`src/rtl/stt_pkg.sv`:
```
`default_nettype none
package stt_pkg;

  localparam int MaxWordLenDefault   = 30;
  localparam int KeywordBytesDefault = 12;
  localparam int KwCount             = 21;

  // Scanner modes.
  typedef enum logic [3:0] {
    MODE_IDLE    = 4'd0,
    MODE_NUM     = 4'd1,
    MODE_WORD    = 4'd2,
    MODE_COLON   = 4'd3,
    MODE_LT      = 4'd4,
    MODE_GT      = 4'd5,
    MODE_BANG    = 4'd6,
    MODE_COMMENT = 4'd7
  } mode_e;

  // Token kinds.
  localparam logic [5:0] KIND_NUMBER  = 6'd0;
  localparam logic [5:0] KIND_IDENT   = 6'd1;
  localparam logic [5:0] KIND_KW_BASE = 6'd2;
  localparam logic [5:0] KIND_ASSIGN  = 6'd23;
  localparam logic [5:0] KIND_COLON   = 6'd24;
  localparam logic [5:0] KIND_PLUS    = 6'd25;
  localparam logic [5:0] KIND_MINUS   = 6'd26;
  localparam logic [5:0] KIND_STAR    = 6'd27;
  localparam logic [5:0] KIND_LT      = 6'd28;
  localparam logic [5:0] KIND_LE      = 6'd29;
  localparam logic [5:0] KIND_GT      = 6'd30;
  localparam logic [5:0] KIND_GE      = 6'd31;
  localparam logic [5:0] KIND_EQ      = 6'd32;
  localparam logic [5:0] KIND_NE      = 6'd33;
  localparam logic [5:0] KIND_SEMI    = 6'd34;
  localparam logic [5:0] KIND_COMMA   = 6'd35;
  localparam logic [5:0] KIND_LPAREN  = 6'd36;
  localparam logic [5:0] KIND_RPAREN  = 6'd37;
  localparam logic [5:0] KIND_DOT     = 6'd38;
  localparam logic [5:0] KIND_INVALID = 6'd39;
  localparam logic [5:0] KIND_ERROR   = 6'd40;

  // Error codes.
  localparam logic [2:0] ERR_NONE     = 3'd0;
  localparam logic [2:0] ERR_LETTER   = 3'd1;
  localparam logic [2:0] ERR_LONG     = 3'd2;
  localparam logic [2:0] ERR_COMMENT  = 3'd3;
  localparam logic [2:0] ERR_INVALID  = 3'd4;

  // One result item.
  typedef struct packed {
    logic [5:0]  kind;
    logic [2:0]  err;
    logic [31:0] line;
    logic [31:0] start;
    logic [7:0]  len;
    logic        last;
  } token_t;

  // Keyword table, up to 16 bytes, first byte in the low byte.
  typedef struct packed {
    logic [4:0]   len;
    logic [127:0] text;
  } kw_t;

  function automatic kw_t kw_entry(input int idx);
    kw_t k;
    k = '0;
    case (idx)
      0:  begin k.len = 5'd8;  k.text[63:0] = 64'h616d6172676f7270; end
      1:  begin k.len = 5'd2;  k.text[15:0] = 16'h6573; end
      2:  begin k.len = 5'd5;  k.text[39:0] = 40'h6f6174_6e65; end
      3:  begin k.len = 5'd5;  k.text[39:0] = 40'h6f616e6573; end
      4:  begin k.len = 5'd8;  k.text[63:0] = 64'h6f746e6175716e65; end
      5:  begin k.len = 5'd4;  k.text[31:0] = 32'h61636166; end
      6:  begin k.len = 5'd6;  k.text[47:0] = 48'h6f6963696e69; end
      7:  begin k.len = 5'd3;  k.text[23:0] = 24'h6d6966; end
      8:  begin k.len = 5'd7;  k.text[55:0] = 56'h61766572637365; end
      9:  begin k.len = 5'd4;  k.text[31:0] = 32'h6169656c; end
      10: begin k.len = 5'd3;  k.text[23:0] = 24'h726176; end
      11: begin k.len = 5'd7;  k.text[55:0] = 56'h6f726965746e69; end
      12: begin k.len = 5'd8;  k.text[63:0] = 64'h6f6e61656c6f6f62; end
      13: begin k.len = 5'd10; k.text[79:0] = 80'h6f726965646164726576; end
      14: begin k.len = 5'd5;  k.text[39:0] = 40'h6f736c6166; end
      15: begin k.len = 5'd12; k.text[95:0] = 96'h6f746e656d696465636f7270; end
      16: begin k.len = 5'd6;  k.text[47:0] = 48'h6f6163_6e7566; end
      17: begin k.len = 5'd3;  k.text[23:0] = 24'h766964; end
      18: begin k.len = 5'd1;  k.text[7:0]  = 8'h65; end
      19: begin k.len = 5'd2;  k.text[15:0] = 16'h756f; end
      20: begin k.len = 5'd3;  k.text[23:0] = 24'h6f616e; end
      default: k = '0;
    endcase
    return k;
  endfunction

  function automatic logic is_digit(input logic [7:0] c);
    return (c >= 8'h30) && (c <= 8'h39);
  endfunction

  function automatic logic is_letter(input logic [7:0] c);
    return ((c >= 8'h41) && (c <= 8'h5a)) || ((c >= 8'h61) && (c <= 8'h7a));
  endfunction

endpackage
`default_nettype wire

```
`src/rtl/source_text_tokenizer_core.sv`:
```
// Source text tokenizer.
// Input channel: one beat per source byte (text_byte_i), or an end marker
// (end_of_text_i) that flushes the pending token and reports an open comment.
// Output channel: one beat per token, with kind, error code, line, start
// position, length and last_of_run marking the final token caused by a beat.
// Both channels use valid/stall; a beat moves when valid is high and stall low.
// Throughput: one input beat per cycle while not stalled; a beat yields up to
// two tokens, so the output side (one token per cycle while the receiver does
// not stall) sets the sustained rate under dense tokens. Each token is written
// to the four-entry token queue, then loaded into the output register.
// The front stalls when the queue has fewer than two free entries.
// Reset clears the scanner to idle, the line counter to one, positions to zero
// and empties the queue and the output register.
// While the receiver stalls, the output beat holds and the queue fills.
`default_nettype none
module source_text_tokenizer_core
  import stt_pkg::*;
#(
  parameter int MaxWordLen   = MaxWordLenDefault,
  parameter int KeywordBytes = KeywordBytesDefault
) (
  input  wire logic        clk_i,
  input  wire logic        rst_ni,
  input  wire logic        valid_i,
  output logic             stall_o,
  input  wire logic [7:0]  text_byte_i,
  input  wire logic        end_of_text_i,
  output logic             valid_o,
  input  wire logic        stall_i,
  output logic [5:0]       token_kind_o,
  output logic [2:0]       error_code_o,
  output logic [31:0]      line_number_o,
  output logic [31:0]      start_position_o,
  output logic [7:0]       lexeme_length_o,
  output logic             last_of_run_o
);

  logic       room, push, q_valid, q_stall;
  logic [1:0] push_cnt;
  token_t     tok0, tok1, head, tok;

  stt_front #(.MaxWordLen(MaxWordLen), .KeywordBytes(KeywordBytes)) u_front (
    .clk_i, .rst_ni, .valid_i, .stall_o, .text_byte_i, .end_of_text_i,
    .q_room_i(room), .push_o(push), .push_cnt_o(push_cnt),
    .tok0_o(tok0), .tok1_o(tok1)
  );

  stt_queue u_queue (
    .clk_i, .rst_ni, .push_i(push), .push_cnt_i(push_cnt),
    .tok0_i(tok0), .tok1_i(tok1), .room_o(room),
    .valid_o(q_valid), .stall_i(q_stall), .head_o(head)
  );

  stt_back u_back (
    .clk_i, .rst_ni, .q_valid_i(q_valid), .q_stall_o(q_stall), .head_i(head),
    .valid_o, .stall_i, .tok_o(tok)
  );

  assign token_kind_o     = tok.kind;
  assign error_code_o     = tok.err;
  assign line_number_o    = tok.line;
  assign start_position_o = tok.start;
  assign lexeme_length_o  = tok.len;
  assign last_of_run_o    = tok.last;

endmodule
`default_nettype wire

```
`src/rtl/stt_front.sv`:
```
`default_nettype none
module stt_front
  import stt_pkg::*;
#(
  parameter int MaxWordLen   = MaxWordLenDefault,
  parameter int KeywordBytes = KeywordBytesDefault
) (
  input  wire logic       clk_i,
  input  wire logic       rst_ni,
  input  wire logic       valid_i,
  output logic            stall_o,
  input  wire logic [7:0] text_byte_i,
  input  wire logic       end_of_text_i,
  // Queue side: space for two tokens and the push.
  input  wire logic       q_room_i,
  output logic            push_o,
  output logic [1:0]      push_cnt_o,
  output token_t          tok0_o,
  output token_t          tok1_o
);

  mode_e       mode_q, mode_d;
  logic [7:0]  wbytes_q [KeywordBytes];
  logic [7:0]  wlen_q, wlen_d;
  logic [31:0] line_q, line_d, pos_q, pos_d, tstart_q, tstart_d;

  logic        acc;
  logic [7:0]  c;
  logic [5:0]  wkind;
  logic        wr_byte;
  logic [7:0]  wr_idx;
  token_t      t0, t1;
  logic [1:0]  cnt;

  assign stall_o = !q_room_i;
  assign acc     = valid_i && q_room_i;
  assign c       = text_byte_i;

  // Parallel keyword match on the stored word.
  always_comb begin
    kw_t e;
    logic hit;
    wkind = KIND_IDENT;
    for (int i = KwCount - 1; i >= 0; i--) begin
      e   = kw_entry(i);
      hit = (wlen_q == {3'b000, e.len}) && (e.len <= 5'(KeywordBytes));
      for (int b = 0; b < KeywordBytes; b++) begin
        if ((b < int'(e.len)) && (wbytes_q[b] != e.text[b*8 +: 8])) hit = 1'b0;
      end
      if (hit) wkind = KIND_KW_BASE + 6'(i);
    end
  end

  // Scanner next state and emitted tokens.
  always_comb begin
    logic       wc;
    logic       need_start;
    token_t     tk;
    logic       tv;
    mode_d     = mode_q;
    wlen_d     = wlen_q;
    line_d     = line_q;
    pos_d      = pos_q;
    tstart_d   = tstart_q;
    wr_byte    = 1'b0;
    wr_idx     = 8'd0;
    t0         = '0;
    t1         = '0;
    cnt        = 2'd0;
    need_start = 1'b0;
    tk         = '0;
    tv         = 1'b0;
    wc = is_letter(c) || is_digit(c) || (c == 8'h5f);
    t0.line = line_q;
    t1.line = line_q;
    if (end_of_text_i) begin
      tv = 1'b1;
      tk.line = line_q;
      tk.start = tstart_q;
      tk.len = 8'd1;
      case (mode_q)
        MODE_NUM:     begin tk.kind = KIND_NUMBER; tk.len = wlen_q; end
        MODE_WORD:    begin tk.kind = wkind; tk.len = wlen_q; end
        MODE_COLON:   tk.kind = KIND_COLON;
        MODE_LT:      tk.kind = KIND_LT;
        MODE_GT:      tk.kind = KIND_GT;
        MODE_BANG:    begin tk.kind = KIND_INVALID; tk.err = ERR_INVALID; end
        MODE_COMMENT: begin
          tk.kind = KIND_ERROR; tk.err = ERR_COMMENT; tk.start = pos_q; tk.len = 8'd0;
        end
        default:      tv = 1'b0;
      endcase
      mode_d = MODE_IDLE;
      wlen_d = 8'd0;
      if (tv) begin t0 = tk; cnt = 2'd1; end
    end else begin
      pos_d = pos_q + 32'd1;
      tk.line = line_q;
      tk.start = tstart_q;
      case (mode_q)
        MODE_NUM: begin
          if (is_digit(c)) begin
            if (wlen_q != 8'hff) wlen_d = wlen_q + 8'd1;
          end else begin
            tv = 1'b1; tk.kind = KIND_NUMBER; tk.len = wlen_q;
            tk.err = (is_letter(c) || c == 8'h5f) ? ERR_LETTER : ERR_NONE;
            need_start = 1'b1;
          end
        end
        MODE_WORD: begin
          if (wc && (wlen_q < 8'(MaxWordLen))) begin
            if (wlen_q < 8'(KeywordBytes)) begin wr_byte = 1'b1; wr_idx = wlen_q; end
            wlen_d = wlen_q + 8'd1;
          end else begin
            tv = 1'b1; tk.kind = wkind; tk.len = wlen_q;
            tk.err = wc ? ERR_LONG : ERR_NONE;
            need_start = 1'b1;
          end
        end
        MODE_COLON, MODE_LT, MODE_GT, MODE_BANG: begin
          tv = 1'b1;
          if (c == 8'h3d) begin
            tk.len = 8'd2;
            mode_d = MODE_IDLE;
            case (mode_q)
              MODE_COLON: tk.kind = KIND_ASSIGN;
              MODE_LT:    tk.kind = KIND_LE;
              MODE_GT:    tk.kind = KIND_GE;
              default:    tk.kind = KIND_NE;
            endcase
          end else begin
            tk.len = 8'd1;
            need_start = 1'b1;
            case (mode_q)
              MODE_COLON: tk.kind = KIND_COLON;
              MODE_LT:    tk.kind = KIND_LT;
              MODE_GT:    tk.kind = KIND_GT;
              default:    begin tk.kind = KIND_INVALID; tk.err = ERR_INVALID; end
            endcase
          end
        end
        MODE_COMMENT: begin
          if (c == 8'h0a) line_d = line_q + 32'd1;
          else if (c == 8'h7d) mode_d = MODE_IDLE;
          else if (c == 8'h7b) begin
            tv = 1'b1; tk.kind = KIND_ERROR; tk.err = ERR_COMMENT;
            tk.start = pos_q; tk.len = 8'd0; mode_d = MODE_IDLE;
          end
        end
        default: need_start = 1'b1;
      endcase
      if (tv) begin t0 = tk; cnt = 2'd1; end
      // The current byte opens a new token.
      if (need_start) begin
        token_t ts;
        logic   sv;
        ts = '0;
        ts.line = line_q;
        ts.start = pos_q;
        ts.len = 8'd1;
        sv = 1'b0;
        mode_d = MODE_IDLE;
        if (c == 8'h20 || c == 8'h09) begin
        end else if (c == 8'h0a) begin
          line_d = line_q + 32'd1;
        end else if (c == 8'h7b) begin
          mode_d = MODE_COMMENT;
        end else if (is_digit(c)) begin
          mode_d = MODE_NUM; tstart_d = pos_q; wlen_d = 8'd1;
        end else if (is_letter(c)) begin
          mode_d = MODE_WORD; tstart_d = pos_q; wlen_d = 8'd1;
          wr_byte = 1'b1; wr_idx = 8'd0;
        end else begin
          tstart_d = pos_q;
          sv = 1'b1;
          case (c)
            8'h3a: begin mode_d = MODE_COLON; sv = 1'b0; end
            8'h3c: begin mode_d = MODE_LT; sv = 1'b0; end
            8'h3e: begin mode_d = MODE_GT; sv = 1'b0; end
            8'h21: begin mode_d = MODE_BANG; sv = 1'b0; end
            8'h3d: ts.kind = KIND_EQ;
            8'h2b: ts.kind = KIND_PLUS;
            8'h2d: ts.kind = KIND_MINUS;
            8'h2a: ts.kind = KIND_STAR;
            8'h3b: ts.kind = KIND_SEMI;
            8'h2c: ts.kind = KIND_COMMA;
            8'h28: ts.kind = KIND_LPAREN;
            8'h29: ts.kind = KIND_RPAREN;
            8'h2e: ts.kind = KIND_DOT;
            default: begin ts.kind = KIND_INVALID; ts.err = ERR_INVALID; end
          endcase
        end
        if (sv) begin
          if (tv) begin t1 = ts; cnt = 2'd2; end
          else begin t0 = ts; cnt = 2'd1; end
        end
      end
    end
    if (cnt == 2'd1) t0.last = 1'b1;
    if (cnt == 2'd2) t1.last = 1'b1;
  end

  assign push_o     = acc && (cnt != 2'd0);
  assign push_cnt_o = cnt;
  assign tok0_o     = t0;
  assign tok1_o     = t1;

  // Scanner state registers.
  always_ff @(posedge clk_i or negedge rst_ni) begin
    if (!rst_ni) begin
      mode_q   <= MODE_IDLE;
      wlen_q   <= 8'd0;
      line_q   <= 32'd1;
      pos_q    <= 32'd0;
      tstart_q <= 32'd0;
    end else if (acc) begin
      mode_q   <= mode_d;
      wlen_q   <= wlen_d;
      line_q   <= line_d;
      pos_q    <= pos_d;
      tstart_q <= tstart_d;
    end
  end

  // Stored word bytes for keyword matching.
  always_ff @(posedge clk_i) begin
    if (acc && wr_byte) wbytes_q[wr_idx[$clog2(KeywordBytes)-1:0]] <= c;
  end

endmodule
`default_nettype wire

```
`src/rtl/stt_queue.sv`:
```
`default_nettype none
module stt_queue
  import stt_pkg::*;
(
  input  wire logic   clk_i,
  input  wire logic   rst_ni,
  input  wire logic   push_i,
  input  wire logic [1:0] push_cnt_i,
  input  wire token_t tok0_i,
  input  wire token_t tok1_i,
  output logic        room_o,
  output logic        valid_o,
  input  wire logic   stall_i,
  output token_t      head_o
);

  // Four-entry ring; room means at least two free entries.
  token_t     mem_q [4];
  logic [1:0] rd_q, wr_q;
  logic [2:0] cnt_q;
  logic       pop;

  assign valid_o = (cnt_q != 3'd0);
  assign pop     = valid_o && !stall_i;
  assign room_o  = (cnt_q <= 3'd2);
  assign head_o  = mem_q[rd_q];

  // Pointer and count update.
  always_ff @(posedge clk_i or negedge rst_ni) begin
    if (!rst_ni) begin
      rd_q  <= 2'd0;
      wr_q  <= 2'd0;
      cnt_q <= 3'd0;
    end else begin
      if (pop) rd_q <= rd_q + 2'd1;
      if (push_i) wr_q <= wr_q + push_cnt_i;
      cnt_q <= cnt_q + (push_i ? {1'b0, push_cnt_i} : 3'd0) - {2'b00, pop};
    end
  end

  // Storage writes.
  always_ff @(posedge clk_i) begin
    if (push_i) begin
      mem_q[wr_q] <= tok0_i;
      if (push_cnt_i == 2'd2) mem_q[wr_q + 2'd1] <= tok1_i;
    end
  end

endmodule
`default_nettype wire

```
`src/rtl/stt_back.sv`:
```
`default_nettype none
module stt_back
  import stt_pkg::*;
(
  input  wire logic   clk_i,
  input  wire logic   rst_ni,
  input  wire logic   q_valid_i,
  output logic        q_stall_o,
  input  wire token_t head_i,
  output logic        valid_o,
  input  wire logic   stall_i,
  output token_t      tok_o
);

  // Output register refilled whenever empty or taken.
  logic   vld_q;
  token_t tok_q;
  logic   load;

  assign load      = q_valid_i && (!vld_q || !stall_i);
  assign q_stall_o = !(!vld_q || !stall_i);
  assign valid_o   = vld_q;
  assign tok_o     = tok_q;

  always_ff @(posedge clk_i or negedge rst_ni) begin
    if (!rst_ni) vld_q <= 1'b0;
    else if (!vld_q || !stall_i) vld_q <= q_valid_i;
  end

  always_ff @(posedge clk_i) begin
    if (load) tok_q <= head_i;
  end

endmodule
`default_nettype wire

```
`config.mk`:
```
export PLATFORM = sky130hd
export DESIGN_NAME = source_text_tokenizer_core
export DESIGN_NICKNAME = d
export VERILOG_FILES = /design/src/rtl/stt_pkg.sv /design/src/rtl/source_text_tokenizer_core.sv /design/src/rtl/stt_front.sv /design/src/rtl/stt_queue.sv /design/src/rtl/stt_back.sv
export SDC_FILE = /design/constraint.sdc
export NUM_CORES = 1
export LEC_CHECK = 0
export ABC_CLOCK_PERIOD_IN_PS = 11400
export BUFFER_PORTS_ARGS = -buffer_cell sky130_fd_sc_hd__clkbuf_2
export CAP_MARGIN = 25
export CORE_ASPECT_RATIO = 0.9
export CORE_MARGIN = 2
export CORE_UTILIZATION = 46
export CTS_CLUSTER_SIZE = 20
export DETAILED_ROUTE_END_ITERATION = 10
export MAX_ROUTING_LAYER = met4
export PLACE_DENSITY = 0.67
export SETUP_SLACK_MARGIN = 0.02
export SLEW_MARGIN = 20
export SYNTH_ARGS = -nofsm -noshare
export SYNTH_HDL_FRONTEND = slang
export SYNTH_SLANG_ARGS = --single-unit
export TNS_END_PERCENT = 50
```
`constraint.sdc`:
```
create_clock -name clk_i -period 11.4 [get_ports clk_i]
set_input_delay 0.57 -clock clk_i [delete_from_list [all_inputs] [get_ports clk_i]]
set_output_delay 0.57 -clock clk_i [all_outputs]
set_load 0.01 [all_outputs]
```
; After elaboration in Yosys (flattened, before gate mapping)
; Memories as Yosys holds them, arrays and structs flattened. A register that Yosys moved wholly into a read port is not among the register bits.
; Index checks and enable logic that the tools add are counted.
[op_classes]
add_sub_neg = 8
magnitude_cmp = 9
eq_ne = 108
n_mux = 260
bitwise = 4
n_reduce_logical = 29
[op_table]
columns = operator, n
row1 = $mux W82, 10
row2 = $ne A8 B7 Y1 const B, 66
row3 = $mux W32, 7
row4 = $mux W1, 153
row5 = $mux W6, 21
row6 = $mux W40, 3
row7 = $eq A8 B6 Y1 const B, 14
row8 = $mux W8, 12
row9 = $mux W4, 21
row10 = $mux W9, 9
row11 = $add A32 B1 Y32 const B, 2
row12 = $pmux W6 S10, 1
row13 = $eq A8 B4 Y1 const B, 5
row14 = $pmux W6 S3, 2
row15 = $pmux W6 S6, 1
row16 = $pmux W9 S4, 1
row17 = $eq A8 B3 Y1 const B, 4
row18 = $pmux W8 S2, 2
row19 = $pmux W8 S4, 1
row20 = $eq A8 B7 Y1 const B, 3
row21 = $eq A4 B3 Y1 const B, 4
row22 = $eq A8 B2 Y1 const B, 2
row23 = $ge A8 B7 Y1 const B, 2
row24 = $le A8 B7 Y1 const B, 2
row25 = other kinds (41), 70
[totals]
register_bits = 116
ram_bits = 424
output_inout_bits = 84
memories = 2
[mem_list]
columns = memory, depth, width, rd, rd_ports_with_merged_regs, write_ports, line_no
row1 = u_queue.mem_q, 4, 82, 1, 1, 2, stt_queue.sv:18  ; token_t mem_q [4];
row2 = u_front.wbytes_q, 12, 8, 12, 0, 1, stt_front.sv:23  ; logic [7:0] wbytes_q [KeywordBytes];

; Logic depth before layout (Yosys ltp)
; An unclocked memory read counts as a cell.
[depth]
word_depth = 38
depth_mapped = 17
mapped_depth_nobuf = 15

; Modules after synthesis
; Synthesis repeated with hierarchy kept, for this count alone.
[unflattened]
hier_cells = 1991
area_unflattened_um2 = 30101.4
[modules_own_cells]
columns = mod, n_inst, cells_each, area_each_um2, seq_area_each_um2
row1 = stt_queue, 1, 838, 16394.5, 10024.6
row2 = stt_front, 1, 1067, 11194.5, 5561.6
row3 = stt_back, 1, 86, 2512.4, 2487.4

; Worst setup path after synthesis
; No wires, ideal clock.
[synth_timing]
kind = input-to-reg
from = input stall_i
to = register u_queue.cnt_q[2]
setup_time_ns = 0.123
arrival_ns = 6.226
required_ns = 11.277
slack_ns = 5.051
cell_stages = 8
path_buffers = 0
cell_sequence = a21oi_1 -> ha_1 -> inv_1 -> ha_1 -> inv_1 -> fa_1 -> xor2_1 -> xnor2_1
[synth_between]
elab_chain_len = 4
[synth_lines]
columns = element, line_no
row1 = start: declaration, source_text_tokenizer_core.sv:29  ; input wire logic stall_i,
row2 = $logic_not A1 Y1, stt_back.sv:21  ; assign q_stall_o = !(!vld_q || !stall_i);
row3 = $logic_or A1 B1 Y1, stt_back.sv:21
row4 = $logic_and A1 B1 Y1, stt_queue.sv:24  ; assign pop = valid_o && !stall_i;
row5 = $sub A3 B1 Y3, stt_queue.sv:37  ; cnt_q <= cnt_q + (push_i ? {1'b0, push_cnt_i} : 3'd0) - {2'b00, pop};
row6 = end signal: assignment, stt_queue.sv:37
row7 = end: declaration, stt_queue.sv:20  ; logic [2:0] cnt_q;
; Every way passes these cells.
; A chain may end at the register's enable or synchronous reset.

==> qor.json <==
{
  "layout.area.seq_um2": 17700,
  "wire_per_inst_um": 22.8,
  "postSynthNetCount": 2006,
  "gr-usage-all-layers_pct": 21.7,
  "synth_most_common_cell": "sky130_fd_sc_hd__edfxtp_1",
  "ant_nets": 0,
  "ctsHtreeMaxLevel": 2,
  "antenna_found_initial": 0,
  "synth-edff-count": 470,
  "power.leakage_nw": 10.7,
  "placedInstanceArea_um2": 28800,
  "power.ir.vdd_worst_v": 0.000131,
  "status": "finished, final reports clean",
  "hold-worst-slack_ps": 19.0,
  "final_layout_size_suffix_gt1_share_pct": 18.5,
  "dominantRegCellSynth": "sky130_fd_sc_hd__edfxtp_1",
  "post-dp-hpwl_um": 40500,
  "worstSkewPairLatency_ps": 650,
  "insertedDiodeCount": 0,
  "die_h_um": 236,
  "timing.rr.end": "u_queue.mem_q[2][43]",
  "met2_length_um": 30000,
  "avg_vias_per_cell": 5.98,
  "timing.max_cap.violations": 0,
  "ys_ff_latch": 621,
  "critical_path_class": "reg2reg",
  "port_buffer_count": 96,
  "synth.largest_area_cell": "sky130_fd_sc_hd__edfxtp_1",
  "critical_path.max_fanout": 80,
  "cts_tree": "done",
  "synthToLayoutAreaGrowth_pct": 12.4,
  "tritoncts_num_sinks": 621,
  "routed-wl-met3_um": 4330,
  "clock_path_buffers": 3,
  "rsz0062_at_grt": "false",
  "die-area_um2": 62000,
  "number_of_buffers_created_by_cts": 61,
  "syn-instance-count": 1980,
  "initial_core_util_pct": 46.4,
  "critical_path_required_ps": 11870,
  "power_density_nw_per_um2": 207,
  "synth_top_cells_by_count": "470 x sky130_fd_sc_hd__edfxtp_1, 143 x sky130_fd_sc_hd__o2bb2ai_1, 142 x sky130_fd_sc_hd__nand2_1",
  "drt-pass1-iter-count": 6,
  "r2r_slack_ps": 6030,
  "fin_setup_tns_ps": 0,
  "timing_hold_violations_final": 0,
  "fin_crit_sh_pct": 47.1,
  "post_synthesis_cell_area_um2": 27600,
  "worst-endpoint-arrival_ps": 5840,
  "synth.top_cell.area_share_pct": 51.1,
  "min-delay-path-class": "in2async",
  "holdBufCountCts": 0,
  "num_io_pins": 97,
  "postCtsSetupRepairBufs": 0,
  "final_design_area_no_fill_um2": 31000,
  "r2r-start": "u_front.mode_q[1]",
  "grt_start_max_net_pins": 82,
  "detailedRoute.firstIterationViolations": 1795,
  "netlist-cell-type-count": 91,
  "multi_input_comb_area_um2": 9320,
  "clkSlewWorstSetupHoldPaths_ps": 60,
  "cp-end-kind": "flop",
  "finalMaxSlewViolations": 0,
  "placeableCoreArea_um2": 59600,
  "grt_remaining_overflow": 0,
  "timing.clock.skew_ps": 41.5,
  "placement_row_count": 85,
  "fmaxAchievable_mhz": 186,
  "ys_top_cells_by_area": "sky130_fd_sc_hd__edfxtp_1 51%, sky130_fd_sc_hd__dfrtp_1 10%, sky130_fd_sc_hd__mux4_2 6.7%",
  "ctsResizeCount": 0,
  "grt_pass1_wl_um": 102000,
  "totalPowerFinal_mw": 6.43,
  "synth.yosys.seq_area_share_pct": 64.1,
  "via_count_of_the_first_global_routing_pass": 17074,
  "timing.max_slew.rel_slack_pct": 27.3,
  "number_of_nets_in_the_layout": 2053,
  "ys_async_sr_fraction_pct": 18.5,
  "die_w_um": 262,
  "route.top_layer_used": "met4",
  "finalSetupViolations": 0,
  "finalWorstPathRequiredPeriod_ps": 5370,
  "detail_route.drc_violations": 0,
  "post-route-util_pct": 52.1,
  "startpoint_type": "flop",
  "total_wire_length_after_detailed_routing_um": 65300,
  "finalWeightedCongestion": 0.899,
  "n_fill_cell": 4961,
  "yosysWarnings": 0,
  "max_slew.worst_pin.slew_ps": 1090,
  "ff2ff_path_depth": 12,
  "syn_avg_cell_area_um2": 14.0,
  "detail_route.wirelength.met1_um": 29800,
  "cts_root_buffer": "sky130_fd_sc_hd__clkbuf_16",
  "detailroute.via_count": 17121
}
## power by group
group	switching, mW	leakage (nW)	internal [mW]
combinational	0.754	3.28	0.506
sequential	0.212	6.35	2.76
clock	0.869	1.09	1.33
## sequential cells by signal, summed over array words and instances, names as in the netlist
register          count
u_back.tok_o         82
u_back.valid_o        1
u_front.line_q       32
u_front.mode_q        3
u_front.pos_q        32
u_front.tstart_q     32
u_front.wbytes_q     96
u_front.wlen_q        8
u_queue.cnt_q         3
u_queue.mem_q       328
u_queue.rd_q          2
u_queue.wr_q          2
## stage by stage
step | cells | worst slack, ps
after detailed placement | 2747 | 5480
after global routing | 2862 | 5550
after CTS | 2862 | 6050
final | 2862 | 6030
after floorplan | 1980 | 5050
after global placement | 2746 | 5610
## critical path, cell delays in order (launching register included)
cell and delay (ps):
sky130_fd_sc_hd__dfrtp_1 640, sky130_fd_sc_hd__inv_1 260, sky130_fd_sc_hd__nor2_1 390, sky130_fd_sc_hd__nand2_1 260, sky130_fd_sc_hd__o21ai_2 300, sky130_fd_sc_hd__nor2b_4 90, sky130_fd_sc_hd__inv_2 110, sky130_fd_sc_hd__ha_1 280
sky130_fd_sc_hd__nor4_2 540, sky130_fd_sc_hd__nand2_1 620, sky130_fd_sc_hd__nand2_4 580, sky130_fd_sc_hd__buf_4 820, sky130_fd_sc_hd__and2_1 250
## logic make-up after synthesis
| group | synth area share [%] |
|---|---|
| adder cells (fa/ha/maj) | 0.688 |
| buffers and inverters | 2.41 |
| multiplexers | 8.11 |
| AO/OA/AOI/OAI | 8.94 |
| flip-flops | 64.1 |
| XOR/XNOR | 2.19 |
| AND/OR/NAND/NOR | 13.5 |
## cell type report
class | count | share of cell area (%)
timing repair buffer | 119 | 2.18
sequential | 621 | 57.1
clock inverter | 36 | 1.75
tap | 783 | 3.16
multi-input combinational | 1199 | 30.0
inverter | 25 | 0.302
clock buffer | 79 | 5.49
## how the worst max path moves through the flow
| stage | start | to | slack [ps] | cells past startpoint |
|---|---|---|---|---|
| after global routing | u_front.mode_q[1] | u_queue.mem_q[2][50] | 5550 | 12 |
| after detailed placement | text_byte_i[1] | u_queue.mem_q[2][48] | 5480 | 12 |
| after CTS | u_front.wlen_q[1] | u_queue.mem_q[2][43] | 6050 | 12 |
| after global placement | text_byte_i[1] | u_queue.mem_q[1][50] | 5610 | 15 |
| after floorplan | stall_i | u_queue.cnt_q[2] | 5050 | 8 |
| final | u_front.mode_q[1] | u_queue.mem_q[2][43] | 6030 | 12 |
## routing by layer
layer  up-vias  global-route usage [%]
li1       7741                       -
met1      8667                    31.5
met2       621                    32.3
met3        92                    3.55
met4         0                    5.23
met5         -                       -
## placed cells by master (no fill, tap or decap), drive strengths merged, types with 9 or more instances in the layout
cell type	n
nand4b	13
o21ai	78
xnor2	53
dfxtp	36
dfrtp	114
clkbuf	174
nor2	71
or4	9
o2bb2ai	143
buf	24
inv	26
mux2	34
nor3	35
and3	22
nand3	83
o22ai	22
ha	12
nor4	25
edfxtp	470
nor2b	18
nand3b	12
a21oi	29
xor2	16
nand2	144
mux4	82
clkinv	18
and2	133
nand4	34
bufinv	12
nor3b	9
nand2b	11
(Power assumes the default switching activity.)
